$ cat config.mk
export PLATFORM = sky130hd
export DESIGN_NAME = weighted_sensor_pd_steering
export DESIGN_NICKNAME = d
export VERILOG_FILES = /design/src/rtl/wsps_pkg.sv /design/src/rtl/wsps_divider.sv /design/src/rtl/weighted_sensor_pd_steering.sv
export SDC_FILE = /design/constraint.sdc
export NUM_CORES = 1
export LEC_CHECK = 0
export BUFFER_PORTS_ARGS = -buffer_cell sky130_fd_sc_hd__clkbuf_2
export CORE_MARGIN = 1.5
export CORE_UTILIZATION = 49
export DETAILED_ROUTE_END_ITERATION = 12
export GPL_ROUTABILITY_DRIVEN = 1
export PLACE_DENSITY = 0.72
export SYNTH_ARGS = -nofsm -noshare
export SYNTH_HDL_FRONTEND = slang
export SYNTH_SLANG_ARGS = --single-unit
export TNS_END_PERCENT = 50
$ cat constraint.sdc
create_clock -name aclk -period 8.6 [get_ports aclk]
set_input_delay 1.72 -clock aclk [delete_from_list [all_inputs] [get_ports aclk]]
set_output_delay 1.72 -clock aclk [all_outputs]
set_load 0.005 [all_outputs]
$ cat src/rtl/wsps_pkg.sv
// Package for the weighted sensor PD steering block.
// Holds field widths, register indexes, weight tables and servo constants.
// No dependencies.
package wsps_pkg;

    localparam int SAMPLE_WIDTH    = 12;
    localparam int COUNT_WIDTH     = 11;
    localparam int ERROR_WIDTH     = 11;
    localparam int GAIN_WIDTH      = 10;
    localparam int SPEED_WIDTH     = 8;
    localparam int CFG_INDEX_WIDTH = 3;
    localparam int CFG_DATA_WIDTH  = 12;

    localparam int DIVIDEND_WIDTH  = 22;
    localparam int DIVISOR_WIDTH   = 14;

    localparam int COUNT_NEUTRAL   = 750;
    localparam int SPEED_LIMIT     = 100;

    localparam logic [CFG_INDEX_WIDTH-1:0] REG_TRACE_MODE     = 3'd0;
    localparam logic [CFG_INDEX_WIDTH-1:0] REG_LINE_THRESHOLD = 3'd1;
    localparam logic [CFG_INDEX_WIDTH-1:0] REG_GAIN_P         = 3'd2;
    localparam logic [CFG_INDEX_WIDTH-1:0] REG_GAIN_D         = 3'd3;
    localparam logic [CFG_INDEX_WIDTH-1:0] REG_BASE_SPEED     = 3'd4;

    localparam logic                     RESET_TRACE_MODE     = 1'b1;
    localparam logic [SAMPLE_WIDTH-1:0]  RESET_LINE_THRESHOLD = 12'd1000;
    localparam logic [GAIN_WIDTH-1:0]    RESET_GAIN_P         = 10'd384;
    localparam logic [GAIN_WIDTH-1:0]    RESET_GAIN_D         = 10'd128;
    localparam logic [SPEED_WIDTH-1:0]   RESET_BASE_SPEED     = 8'd10;

    localparam logic TRACE_LINE = 1'b0;

    localparam logic signed [3:0] LINE_WEIGHTS [4] = '{4'sd3, 4'sd1, -4'sd1, -4'sd3};
    localparam logic signed [3:0] WALL_WEIGHTS [4] = '{-4'sd1, -4'sd3, 4'sd3, 4'sd1};

endpackage

$ cat src/rtl/wsps_divider.sv
// Restoring unsigned divider that resolves one quotient bit per cycle.
// Depends on wsps_pkg for its default widths.
module wsps_divider
    import wsps_pkg::*;
#(
    parameter int DividendWidth = DIVIDEND_WIDTH,
    parameter int DivisorWidth  = DIVISOR_WIDTH
) (
    input  logic                     aclk,
    input  logic                     aresetn,
    input  logic                     start,
    input  logic [DividendWidth-1:0] dividend,
    input  logic [DivisorWidth-1:0]  divisor,
    output logic                     done,
    output logic [DividendWidth-1:0] quotient
);

    localparam int CountWidth = $clog2(DividendWidth + 1);

    logic                     busy_reg, busy_next;
    logic                     done_reg, done_next;
    logic [CountWidth-1:0]    count_reg, count_next;
    logic [DividendWidth-1:0] quot_reg, quot_next;
    logic [DivisorWidth-1:0]  rem_reg, rem_next;
    logic [DivisorWidth-1:0]  divisor_reg, divisor_next;
    logic [DivisorWidth+1:0]  trial;

    assign trial = {1'b0, rem_reg, quot_reg[DividendWidth-1]} - {2'b00, divisor_reg};

    always_comb begin
        busy_next    = busy_reg;
        done_next    = 1'b0;
        count_next   = count_reg;
        quot_next    = quot_reg;
        rem_next     = rem_reg;
        divisor_next = divisor_reg;
        if (start) begin
            busy_next    = 1'b1;
            count_next   = CountWidth'(DividendWidth);
            quot_next    = dividend;
            rem_next     = '0;
            divisor_next = divisor;
        end else if (busy_reg) begin
            quot_next  = {quot_reg[DividendWidth-2:0], ~trial[DivisorWidth+1]};
            rem_next   = trial[DivisorWidth+1] ? {rem_reg[DivisorWidth-2:0],
                                                  quot_reg[DividendWidth-1]}
                                               : trial[DivisorWidth-1:0];
            count_next = count_reg - CountWidth'(1);
            if (count_reg == CountWidth'(1)) begin
                busy_next = 1'b0;
                done_next = 1'b1;
            end
        end
    end

    always_ff @(posedge aclk) begin
        if (!aresetn) begin
            busy_reg  <= 1'b0;
            done_reg  <= 1'b0;
            count_reg <= '0;
        end else begin
            busy_reg  <= busy_next;
            done_reg  <= done_next;
            count_reg <= count_next;
        end
    end

    always_ff @(posedge aclk) begin
        quot_reg    <= quot_next;
        rem_reg     <= rem_next;
        divisor_reg <= divisor_next;
    end

    assign done     = done_reg;
    assign quotient = quot_reg;

    a_done_after_busy: assert property (@(posedge aclk) disable iff (!aresetn)
        done_reg |-> $past(busy_reg))
        else $error("Divider finished without having been busy.");

    a_rem_below_divisor: assert property (@(posedge aclk) disable iff (!aresetn)
        busy_reg && !$past(start) |-> rem_reg < divisor_reg)
        else $error("Partial remainder reached the divisor.");

    a_start_when_idle: assert property (@(posedge aclk) disable iff (!aresetn)
        start |-> !busy_reg)
        else $error("Divider started while busy.");

endmodule

$ cat src/rtl/weighted_sensor_pd_steering.sv
// A halted transfer goes from the load step straight to the done step; a steering transfer
// passes through load, divide, P and D multiply, accumulate, speed and done, and its divide
// step runs the 22 bit-serial steps of the divider. A tick whose weight total is zero skips
// the divider. One transfer is in flight at a time; the next is accepted while a result waits.
// Reset is synchronous and active low; it restores the register defaults and clears
// the previous error.
module weighted_sensor_pd_steering
    import wsps_pkg::*;
(
    input  logic                           aclk,
    input  logic                           aresetn,
    input  logic                           cfg_wr_en,
    input  logic [CFG_INDEX_WIDTH-1:0]     cfg_index,
    input  logic [CFG_DATA_WIDTH-1:0]      cfg_wdata,
    input  logic                           s_valid,
    output logic                           s_ready,
    input  logic [SAMPLE_WIDTH-1:0]        s_sample_0,
    input  logic [SAMPLE_WIDTH-1:0]        s_sample_1,
    input  logic [SAMPLE_WIDTH-1:0]        s_sample_2,
    input  logic [SAMPLE_WIDTH-1:0]        s_sample_3,
    input  logic                           s_halt,
    output logic                           m_valid,
    input  logic                           m_ready,
    output logic [COUNT_WIDTH-1:0]         m_left_count,
    output logic [COUNT_WIDTH-1:0]         m_right_count,
    output logic signed [ERROR_WIDTH-1:0]  m_position_error,
    output logic                           m_target_lost
);

    typedef enum logic [7:0] {
        ST_IDLE   = 8'b0000_0001,
        ST_LOAD   = 8'b0000_0010,
        ST_DIVIDE = 8'b0000_0100,
        ST_MUL_P  = 8'b0000_1000,
        ST_MUL_D  = 8'b0001_0000,
        ST_ACCUM  = 8'b0010_0000,
        ST_SPEED  = 8'b0100_0000,
        ST_DONE   = 8'b1000_0000
    } state_t;

    state_t state_reg, state_next;

    logic                          trace_mode_reg, trace_mode_next;
    logic [SAMPLE_WIDTH-1:0]       line_threshold_reg, line_threshold_next;
    logic [GAIN_WIDTH-1:0]         gain_p_reg, gain_p_next;
    logic [GAIN_WIDTH-1:0]         gain_d_reg, gain_d_next;
    logic signed [SPEED_WIDTH-1:0] base_speed_reg, base_speed_next;

    logic signed [ERROR_WIDTH-1:0] prev_error_reg, prev_error_next;
    logic                          m_valid_reg, m_valid_next;

    logic signed [15:0]            sum_val_reg, sum_val_next;
    logic [DIVISOR_WIDTH-1:0]      sum_weight_reg, sum_weight_next;
    logic                          halt_reg, halt_next;
    logic                          lost_reg, lost_next;
    logic signed [ERROR_WIDTH-1:0] err_reg, err_next;
    logic signed [22:0]            prod_reg, prod_next;
    logic signed [23:0]            acc_reg, acc_next;
    logic signed [25:0]            sum_l_reg, sum_l_next;
    logic signed [25:0]            sum_r_reg, sum_r_next;

    logic [COUNT_WIDTH-1:0]        left_count_reg, left_count_next;
    logic [COUNT_WIDTH-1:0]        right_count_reg, right_count_next;
    logic signed [ERROR_WIDTH-1:0] out_error_reg, out_error_next;
    logic                          out_lost_reg, out_lost_next;

    logic [SAMPLE_WIDTH-1:0]       samples [4];
    logic signed [15:0]            sum_val_c;
    logic [DIVISOR_WIDTH-1:0]      sum_weight_c;

    logic                          div_start;
    logic                          div_done;
    logic [DIVIDEND_WIDTH-1:0]     div_dividend;
    logic [DIVIDEND_WIDTH-1:0]     div_quotient;
    logic [13:0]                   sum_mag;

    logic signed [10:0]            mul_a;
    logic signed [11:0]            mul_b;
    logic signed [22:0]            mul_out;
    logic signed [11:0]            deriv;
    logic signed [ERROR_WIDTH-1:0] quot_signed;

    logic signed [SPEED_WIDTH-1:0] speed_l;
    logic signed [SPEED_WIDTH-1:0] speed_r;
    logic signed [11:0]            count_l;
    logic signed [11:0]            count_r;
    logic                          s_accept;
    logic                          out_free;

    function automatic logic signed [SPEED_WIDTH-1:0] to_speed(
        input logic signed [25:0] q16
    );
        logic signed [10:0] q;
        q = 11'(q16 >>> 16);
        if (q16[25] && (q16[15:0] != 16'd0)) begin
            q = q + 11'sd1;
        end
        if (q > 11'(SPEED_LIMIT)) begin
            q = 11'(SPEED_LIMIT);
        end else if (q < -11'(SPEED_LIMIT)) begin
            q = -11'(SPEED_LIMIT);
        end
        return SPEED_WIDTH'(q);
    endfunction

    assign samples[0] = s_sample_0;
    assign samples[1] = s_sample_1;
    assign samples[2] = s_sample_2;
    assign samples[3] = s_sample_3;

    always_comb begin
        logic [SAMPLE_WIDTH-1:0] inv;
        sum_val_c    = '0;
        sum_weight_c = '0;
        for (int i = 0; i < 4; i++) begin
            inv = ~samples[i];
            if (trace_mode_reg == TRACE_LINE) begin
                if (samples[i] > line_threshold_reg) begin
                    sum_val_c    = sum_val_c + 16'(LINE_WEIGHTS[i]);
                    sum_weight_c = sum_weight_c + DIVISOR_WIDTH'(1);
                end
            end else begin
                sum_val_c    = sum_val_c + signed'({4'b0000, inv}) * 16'(WALL_WEIGHTS[i]);
                sum_weight_c = sum_weight_c + DIVISOR_WIDTH'(inv);
            end
        end
    end

    assign sum_mag      = sum_val_reg[15] ? 14'(-sum_val_reg) : sum_val_reg[13:0];
    assign div_dividend = {sum_mag, 8'b0000_0000};
    assign div_start    = (state_reg == ST_LOAD) && !halt_reg && (sum_weight_reg != '0);
    assign quot_signed  = signed'({1'b0, div_quotient[9:0]});

    wsps_divider #(
        .DividendWidth(DIVIDEND_WIDTH),
        .DivisorWidth (DIVISOR_WIDTH)
    ) u_divider (
        .aclk    (aclk),
        .aresetn (aresetn),
        .start   (div_start),
        .dividend(div_dividend),
        .divisor (sum_weight_reg),
        .done    (div_done),
        .quotient(div_quotient)
    );

    assign deriv   = 12'(err_reg) - 12'(prev_error_reg);
    assign mul_a   = (state_reg == ST_MUL_P) ? signed'({1'b0, gain_p_reg})
                                             : signed'({1'b0, gain_d_reg});
    assign mul_b   = (state_reg == ST_MUL_P) ? 12'(err_reg) : deriv;
    assign mul_out = mul_a * mul_b;

    assign speed_l = to_speed(sum_l_reg);
    assign speed_r = to_speed(sum_r_reg);
    assign count_l = 12'(COUNT_NEUTRAL) + 12'(signed'({speed_l, 2'b00}));
    assign count_r = 12'(COUNT_NEUTRAL) - 12'(signed'({speed_r, 2'b00}));

    assign s_ready  = (state_reg == ST_IDLE);
    assign s_accept = s_valid && s_ready;
    assign out_free = !m_valid_reg || m_ready;

    always_comb begin
        state_next          = state_reg;
        trace_mode_next     = trace_mode_reg;
        line_threshold_next = line_threshold_reg;
        gain_p_next         = gain_p_reg;
        gain_d_next         = gain_d_reg;
        base_speed_next     = base_speed_reg;
        prev_error_next     = prev_error_reg;
        m_valid_next        = m_valid_reg && !m_ready;
        sum_val_next        = sum_val_reg;
        sum_weight_next     = sum_weight_reg;
        halt_next           = halt_reg;
        lost_next           = lost_reg;
        err_next            = err_reg;
        prod_next           = prod_reg;
        acc_next            = acc_reg;
        sum_l_next          = sum_l_reg;
        sum_r_next          = sum_r_reg;
        left_count_next     = left_count_reg;
        right_count_next    = right_count_reg;
        out_error_next      = out_error_reg;
        out_lost_next       = out_lost_reg;

        if (cfg_wr_en) begin
            unique case (cfg_index)
                REG_TRACE_MODE:     trace_mode_next     = cfg_wdata[0];
                REG_LINE_THRESHOLD: line_threshold_next = cfg_wdata;
                REG_GAIN_P:         gain_p_next         = cfg_wdata[GAIN_WIDTH-1:0];
                REG_GAIN_D:         gain_d_next         = cfg_wdata[GAIN_WIDTH-1:0];
                REG_BASE_SPEED:     base_speed_next     = signed'(cfg_wdata[SPEED_WIDTH-1:0]);
                default: ;
            endcase
        end

        unique case (state_reg)
            ST_IDLE: begin
                if (s_accept) begin
                    sum_val_next    = sum_val_c;
                    sum_weight_next = sum_weight_c;
                    halt_next       = s_halt;
                    state_next      = ST_LOAD;
                end
            end
            ST_LOAD: begin
                if (halt_reg) begin
                    state_next = ST_DONE;
                end else if (sum_weight_reg == '0) begin
                    err_next   = prev_error_reg;
                    lost_next  = 1'b1;
                    state_next = ST_MUL_P;
                end else begin
                    lost_next  = 1'b0;
                    state_next = ST_DIVIDE;
                end
            end
            ST_DIVIDE: begin
                if (div_done) begin
                    err_next   = sum_val_reg[15] ? -quot_signed : quot_signed;
                    state_next = ST_MUL_P;
                end
            end
            ST_MUL_P: begin
                prod_next  = mul_out;
                state_next = ST_MUL_D;
            end
            ST_MUL_D: begin
                prod_next  = mul_out;
                acc_next   = 24'(prod_reg);
                state_next = ST_ACCUM;
            end
            ST_ACCUM: begin
                acc_next   = acc_reg + 24'(prod_reg);
                state_next = ST_SPEED;
            end
            ST_SPEED: begin
                sum_l_next = signed'({{2{base_speed_reg[SPEED_WIDTH-1]}}, base_speed_reg, 16'h0000})
                             + 26'(acc_reg);
                sum_r_next = signed'({{2{base_speed_reg[SPEED_WIDTH-1]}}, base_speed_reg, 16'h0000})
                             - 26'(acc_reg);
                state_next = ST_DONE;
            end
            ST_DONE: begin
                if (out_free) begin
                    m_valid_next = 1'b1;
                    state_next   = ST_IDLE;
                    if (halt_reg) begin
                        left_count_next  = COUNT_WIDTH'(COUNT_NEUTRAL);
                        right_count_next = COUNT_WIDTH'(COUNT_NEUTRAL);
                        out_error_next   = prev_error_reg;
                        out_lost_next    = 1'b0;
                    end else begin
                        left_count_next  = count_l[COUNT_WIDTH-1:0];
                        right_count_next = count_r[COUNT_WIDTH-1:0];
                        out_error_next   = err_reg;
                        out_lost_next    = lost_reg;
                        prev_error_next  = err_reg;
                    end
                end
            end
            default: state_next = ST_IDLE;
        endcase
    end

    always_ff @(posedge aclk) begin
        if (!aresetn) begin
            state_reg          <= ST_IDLE;
            trace_mode_reg     <= RESET_TRACE_MODE;
            line_threshold_reg <= RESET_LINE_THRESHOLD;
            gain_p_reg         <= RESET_GAIN_P;
            gain_d_reg         <= RESET_GAIN_D;
            base_speed_reg     <= signed'(RESET_BASE_SPEED);
            prev_error_reg     <= '0;
            m_valid_reg        <= 1'b0;
        end else begin
            state_reg          <= state_next;
            trace_mode_reg     <= trace_mode_next;
            line_threshold_reg <= line_threshold_next;
            gain_p_reg         <= gain_p_next;
            gain_d_reg         <= gain_d_next;
            base_speed_reg     <= base_speed_next;
            prev_error_reg     <= prev_error_next;
            m_valid_reg        <= m_valid_next;
        end
    end

    always_ff @(posedge aclk) begin
        sum_val_reg     <= sum_val_next;
        sum_weight_reg  <= sum_weight_next;
        halt_reg        <= halt_next;
        lost_reg        <= lost_next;
        err_reg         <= err_next;
        prod_reg        <= prod_next;
        acc_reg         <= acc_next;
        sum_l_reg       <= sum_l_next;
        sum_r_reg       <= sum_r_next;
        left_count_reg  <= left_count_next;
        right_count_reg <= right_count_next;
        out_error_reg   <= out_error_next;
        out_lost_reg    <= out_lost_next;
    end

    assign m_valid          = m_valid_reg;
    assign m_left_count     = left_count_reg;
    assign m_right_count    = right_count_reg;
    assign m_position_error = out_error_reg;
    assign m_target_lost    = out_lost_reg;

    a_done_in_divide: assert property (@(posedge aclk) disable iff (!aresetn)
        div_done |-> state_reg == ST_DIVIDE)
        else $error("Divider finished outside the divide step.");

    a_error_bounded: assert property (@(posedge aclk) disable iff (!aresetn)
        state_reg == ST_MUL_P |-> err_reg >= -11'sd768 && err_reg <= 11'sd768)
        else $error("Position error left its range.");

    a_count_range: assert property (@(posedge aclk) disable iff (!aresetn)
        m_valid_reg |-> m_left_count >= 11'd350 && m_left_count <= 11'd1150
                     && m_right_count >= 11'd350 && m_right_count <= 11'd1150)
        else $error("Servo count outside its range.");

    a_prev_error_update: assert property (@(posedge aclk) disable iff (!aresetn)
        !$stable(prev_error_reg) |-> $past(state_reg == ST_DONE) && $past(!halt_reg))
        else $error("Previous error changed outside a steering transfer.");

endmodule
==> results.yml, run 1 <==
timing:
  final.min_clock_period_ns: 7.99
  grt_setup_unrepaired: "false"
  final_max_slew_viol_count: 0
  worst_hold_slack_ns: 0.449
  timing.clock.skew_ns: 0.0184
  worstMarginPinSlew_ns: 1.33
  slew_headroom_pct: 10.2
  setup_total_negative_slack_ns: 0
  clock.fmax_ghz: 0.125
  fin_ws_ns: 0.612
  timing_hold_violations_final: 0
  finalSetupViolations: 0
  final_period_utilization_pct: 92.9
worst_setup_path:
  cp_slowest_stage_delay_ns: 0.68
  worstPathMaxFanout: 6
  critical_path.endpoint_type: "register"
  crit_path_top_delay_cell: "mux2i_1"
  cp_data_required_time_ns: 8.90
  criticalPathCategory: "register to register"
  worst-endpoint-arrival_ns: 8.29
  timing.critical_path.from_type: "register"
  timing.critical_path.mode_cell: "fa_1"
finish:
  largest_register_ff_count: 25
  nets: 3554
  final_layout_size_suffix_gt1_share_pct: 8.07
  multi_input_comb_area_mm2: 0.0172
  sequential_cell_area_mm2: 0.00766
  utilization_pct: 53.7
  number_of_filler_cells_placed_in_the_layout: 4823
  syn2layout_area_growth_pct: 8.26
clocking:
  clock_tree.htree_level_count: 1
  clkTransAtPathRegs_ns: 0.07
  clock_path_buffers: 3
  cts-root-buf: "clkbuf_16"
  cts-resized-gates: 0
  worstSkewPairLatency_ns: 0.57
  cts.hold.buffers_added: 0
  clock-sinks: 285
  cts_tree: "built"
  cts-buffers-inserted: 31
global_routing:
  gr-usage-all-layers_pct: 23.7
  gr-total-overflow: 0
  grt_first_pass_wirelength_um: 108000
  antenna_found_initial: 1
  grt_max_degree: 66
  via_count_of_the_first_global_routing_pass: 21579
logic_synthesis:
  syn-mean-instance-area_um2: 8.90
  synth_enable_flop_cells: 195
  synth_seq_area_share_pct: 28.8
  post_synthesis_async_set_or_reset_flop_share_pct: 0
  synth.area.top_cells: "edfxtp_1, ha_1, fa_1"
  synth_cells: 2993
  yosys_warnings: 0
  yosysTopAreaCell: "edfxtp_1"
  post-synth-top-area-fraction_pct: 22.0
  synth_top_flop_cell: "edfxtp_1"
  post_synth_num_cell_types: 88
  synth_seq_cells: 285
  synthesis.area_mm2: 0.0266
power_and_ir_drop:
  power-per-cell-area_mw_per_mm2: 202
  report.power.total_mw: 5.81
  vdd_ir_drop_max_mv: 0.198
  static-leakage-power_nw: 12.5
detailed_routing:
  detail-route-antenna-nets: 0
  vias_per_cell: 5.66
  post_drt_wl_per_cell_um: 17.4
  detailroute.via_count: 21389
  remaining_drc_errors: 0
  drt_first_pass_iters: 5
  routed_wl_um: 65900
  drt_first_iter_violations: 1265
floorplan:
  core_region_area_mm2: 0.0537
  design.die.area_mm2: 0.0557
  die_w_um: 236
  io_pins: 105
  floorplan.initialDensity_pct: 49.6
  die_h_um: 236
  num_rows: 85
place:
  place.detailed.hpwl_um: 52900
  placer_congestion_estimate: 0.961
  place_worst_setup_slack_ns: 0.242
  buffer_ports.inserted: 100
job:
  drv.max_cap_violation_count: 0
run_status:
  status: "complete, no violations"
min_path:
  hold_path_class: "register to register"
==> synthesized netlist by cell type (23+ instances only) <==
| cell | count |
|---|---|
| inv_1 | 354 |
| nand2_1 | 293 |
| ha_1 | 290 |
| nor2_1 | 284 |
| edfxtp_1 | 195 |
| a21oi_1 | 172 |
| o21ai_0 | 169 |
| fa_1 | 135 |
| xnor2_1 | 124 |
| dfxtp_1 | 90 |
| xor2_1 | 72 |
| clkbuf_1 | 68 |
| nor3_1 | 65 |
| a21o_1 | 54 |
| nand3_1 | 54 |
| mux2i_1 | 40 |
| nand2b_1 | 39 |
| nor2b_1 | 36 |
| and3_1 | 31 |
| or3_1 | 29 |
| o21a_1 | 27 |
| o21bai_1 | 23 |
==> layer usage <==
layer | vias to the layer above | share of wire (%) | track usage (%)
met2 | 582 | 47 | 40.9
met5 | - | 0 | 0
met3 | 123 | 5.1 | 2.57
li1 | 10461 | - | -
met4 | 0 | 3.5 | 8.39
met1 | 10223 | 44 | 30.7
==> power by group <==
part	internal [mW]	switching [mW]	leakage, nW
Sequential	1.66	0.0982	2.51
Clock	0.836	0.551	0.535
Combinational	1.16	1.51	9.47
Total	3.65	2.16	12.5
==> placed cells by master (no fill, tap or decap), types with 31 or more instances in the layout <==
cell type  netlist  layout
nand2_1        293     293
o21ai_0        169     169
xnor2_1        124     124
inv_1          354     352
nand2b_1        39      39
nor2_1         284     284
nand3_1         54      54
dfxtp_1         90      88
nor2b_1         36      35
nor3_1          65      65
fa_1           135     135
ha_1           290     290
a21oi_1        172     172
a21o_1          54      54
edfxtp_1       195     195
mux2i_1         40      40
xor2_1          72      72
clkbuf_16        0      33
clkbuf_2         0     100
and3_1          31      31
==> repair_timing <==
item	in CTS	in global routing
endpoints found under the setup margin	0	1
endpoints found under the hold margin	0	0
setup buffers	0	3
==> stage by stage <==
step / std cells / area, um2
finish: 3781 / 28800
CTS: 3777 / 28800
global placement: 3720 / 27700
detailed placement: 3720 / 27700
global route: 3781 / 28800
floorplan: 2995 / 26600
==> critical path, delay by kind of cell (launching register included) <==
kind,cells,cell delay (ns)
adders and majority gates,7,3.13
xor gates and xnor gates,1,0.15
DFF,1,0.45
buffers and inverters,3,0.15
AOI/OAI and AO/OA,10,2.46
muxes,1,0.68
and+or+nand+nor,5,0.66
==> path summary, 6_finish.rpt <==
check | startpoint | to | slack, ns | cells past startpoint
max reg2reg | err_reg[1] | prod_reg[22] | 0.61 | 27
min reg2reg | sum_weight_reg[8] | u_divider.divisor_reg[8] | 0.45 | 0
min | sum_weight_reg[8] | u_divider.divisor_reg[8] | 0.45 | 0
max | err_reg[1] | prod_reg[22] | 0.61 | 27
==> kinds of logic (layout without fill, tap and decap cells) <==
family / after synthesis / count (layout) / synth area share [%]
buffers and inverters: 445 / 534 / 6.72
adder cells (fa/ha/maj): 427 / 427 / 23.9
flip-flops: 285 / 285 / 28.8
AO/OA/AOI/OAI: 629 / 629 / 15.1
XOR/XNOR: 196 / 196 / 6.45
AND/OR/NAND/NOR: 949 / 949 / 16.7
other: 2 / 5 / 0.0282
multiplexers: 60 / 60 / 2.35
==> layout make-up <==
cell class	count	area share, %
clock inverter	10	0.417
inverter	354	4.61
antenna	1	0.00868
timing repair buffer	123	2.34
clock buffer	47	3.36
sequential	285	26.6
tap	696	3.02
multi-input combinational	2265	59.7
(Power assumes the default switching activity.)
==> inputs of run 2 (changes only) <==
- CORE_UTILIZATION: 49 -> 40
- PLACE_DENSITY: 0.72 -> 0.62
==> results.yml, run 2 (synthesis gave the netlist of run 1 again) <==
min_path:
  hold_path_class: "register to register"
  min-delay-start: "sum_weight_reg[9]"
  whs_path_depth: 0
  worst_hold_path.endpoint: "u_divider.divisor_reg[9]"
worst_setup_path:
  rrSetupSlack_ns: 0.72
  worst_path_cell_chain: "or4_1, or3_1, or3b_2, nand2_1, nand2_1, nand2_1, fa_1, inv_1, ha_1, inv_1, fa_1, fa_1, fa_1, inv_1, ha_1, o21ai_0, a21boi_0, o21a_1, o21ai_0, nor2b_1, o211a_1, o311ai_0, a21oi_1, xnor2_1"
  timing.critical_path.from_type: "register"
  worstPathMaxFanout: 27
  worstReg2RegEnd: "prod_reg[19]"
  worst-endpoint-arrival_ns: 8.14
  worstSetupPathDepth: 24
  critical_path.endpoint_type: "register"
  criticalPathCategory: "register to register"
  r2r_start: "state_reg[7]"
  cp_data_required_time_ns: 8.85
  crit_path_top_delay_cell: "or3b_2"
  timing.critical_path.max_delay_family: "simple AND/OR/NAND/NOR gates"
  timing.critical_path.mode_cell: "fa_1"
  cp_slowest_stage_delay_ns: 0.78
  r2r_cell_count: 24
  critPathBufInv: 3
timing:
  finalSetupViolations: 0
  final.min_clock_period_ns: 7.88
  fin_ws_ns: 0.715
  final_max_slew_viol_count: 0
  worstMarginPinSlew_ns: 1.20
  timing.clock.skew_ns: 0.0329
  final_period_utilization_pct: 91.7
  clock.fmax_ghz: 0.127
  worst_hold_slack_ns: 0.456
  timing_hold_violations_final: 0
  grt_setup_unrepaired: "false"
  setup_total_negative_slack_ns: 0
  slew_headroom_pct: 18.9
power_and_ir_drop:
  power_share_of_the_clock_group_pct: 24.9
  intPower_mw: 3.68
  static-leakage-power_nw: 12.5
  p_switching_mw: 2.20
  p_seq_share_pct: 29.9
  power-per-cell-area_mw_per_mm2: 202
  vdd_ir_drop_max_mv: 0.170
  power_frac_comb_pct: 45.3
  switching_share_of_total_power_pct: 37.4
clocking:
  cts_tree: "built"
  cts-root-buf: "clkbuf_16"
  clock-sinks: 285
  clock_tree.htree_level_count: 2
  worstSkewPairLatency_ns: 0.56
  clkTransAtPathRegs_ns: 0.06
  cts-buffers-inserted: 35
  cts.hold.buffers_added: 0
  clock_path_buffers: 3
finish:
  syn2layout_area_growth_pct: 9.27
  utilization_pct: 44.2
  largest_register_ff_count: 25
  final_cell_mix: "inv_1, nand2_1, ha_1"
  insertedDiodeCount: 0
  nets: 3561
  final_common_cell: "inv_1"
  number_of_filler_cells_placed_in_the_layout: 6524
  final_layout_size_suffix_gt1_share_pct: 8.14
  instances_no_fill: 3958
floorplan:
  io_pins: 105
  num_rows: 94
  core_region_area_mm2: 0.0659
  floorplan.initialDensity_pct: 40.4
  die_w_um: 261
  die_h_um: 261
  design.die.area_mm2: 0.0681
place:
  placer_congestion_estimate: 0.897
  buffer_ports.inserted: 100
  dp_cells: 3893
  place.detailed.hpwl_um: 50900
  place_worst_setup_slack_ns: 0.343
detailed_routing:
  vias_per_cell: 5.23
  routed_wl_um: 64300
  post_drt_wl_per_cell_um: 16.2
  remaining_drc_errors: 0
  detailroute.via_count: 20708
  drt_first_pass_iters: 6
  drt_first_iter_violations: 1216
  detail-route-antenna-nets: 0
global_routing:
  gr-total-overflow: 0
  via_count_of_the_first_global_routing_pass: 20037
  grt_first_pass_wirelength_um: 104000
  gr-usage-all-layers_pct: 19.0
  antenna_found_initial: 6
  grt_max_degree: 70
job:
  drv.max_cap_violation_count: 0
run_status:
  status: "complete, no violations"
[run 2: cell count changes in the layout (fill, tap and decap cells not counted)]
cell / before / now
clkinv_1: 1 / 5
clkinv_2: 1 / 5
clkbuf_1: 5 / 8
clkinv_8: 0 / 1
clkbuf_8: 9 / 3
diode_2: 1 / 0
inv_6: 0 / 2
clkinv_4: 4 / 0
clkbuf_16: 33 / 36
inv_4: 2 / 1
buf_4: 23 / 26
clkinvlp_4: 1 / 2
[run 2: worst max-delay path by stage]
stage                      start            endpoint  slack [ns]
2_1_floorplan      s_sample_0[1]  sum_weight_reg[13]        1.27
5_1_grt        prev_error_reg[1]        prod_reg[22]        0.20
3_5_place_dp       s_sample_0[1]  sum_weight_reg[13]        0.34
3_3_place_gp       s_sample_0[9]  sum_weight_reg[13]        0.46
4_1_cts        prev_error_reg[1]        prod_reg[22]        0.61
6_report            state_reg[7]        prod_reg[19]        0.72
[run 2: metrics by stage]
step / instance area, um2 / total power [mW]
floorplan: 26600 / 3.84
global placement: 28000 / 4.39
detailed placement: 28000 / 4.39
CTS: 29100 / 5.89
global route: 29100 / 6.32
finish: 29100 / 5.87
[run 2: power by group through the flow]
stage / registers [mW] / clock network, mW / logic [mW]
final: 1.75 / 1.46 / 2.66
after global routing: 1.77 / 1.55 / 3.00
after CTS: 1.75 / 1.50 / 2.64
after detailed placement: 1.78 / 0 / 2.61
after global placement: 1.78 / 0 / 2.61
after floorplan: 1.74 / 0 / 2.10
[run 2: area by class of cell]
type | count | area [um2] | area share [%]
Clock inverter | 17 | 155 | 0.533
Tap cell | 864 | 1080 | 3.72
Timing Repair Buffer | 126 | 696 | 2.39
Sequential cell | 285 | 7660 | 26.3
Multi-Input combinational cell | 2265 | 17200 | 59.1
Clock buffer | 47 | 972 | 3.34
Inverter | 354 | 1330 | 4.57
[run 2: metal layers]
metal  global-route usage, %  vias to the layer above  part of all wire, %
li1                        -                    10489                    -
met1                    25.6                     9667                   47
met2                    31.2                      437                   45
met3                    2.78                      103                  4.8
met4                    6.19                       12                  3.1
met5                   0.486                        -                 0.17
[run 2: what timing repair did]
item | CTS | global route
endpoints found under the hold margin | 0 | 0
setup endpoints to repair | 0 | 3
buffers inserted | 0 | 1
resized for setup | 0 | 0
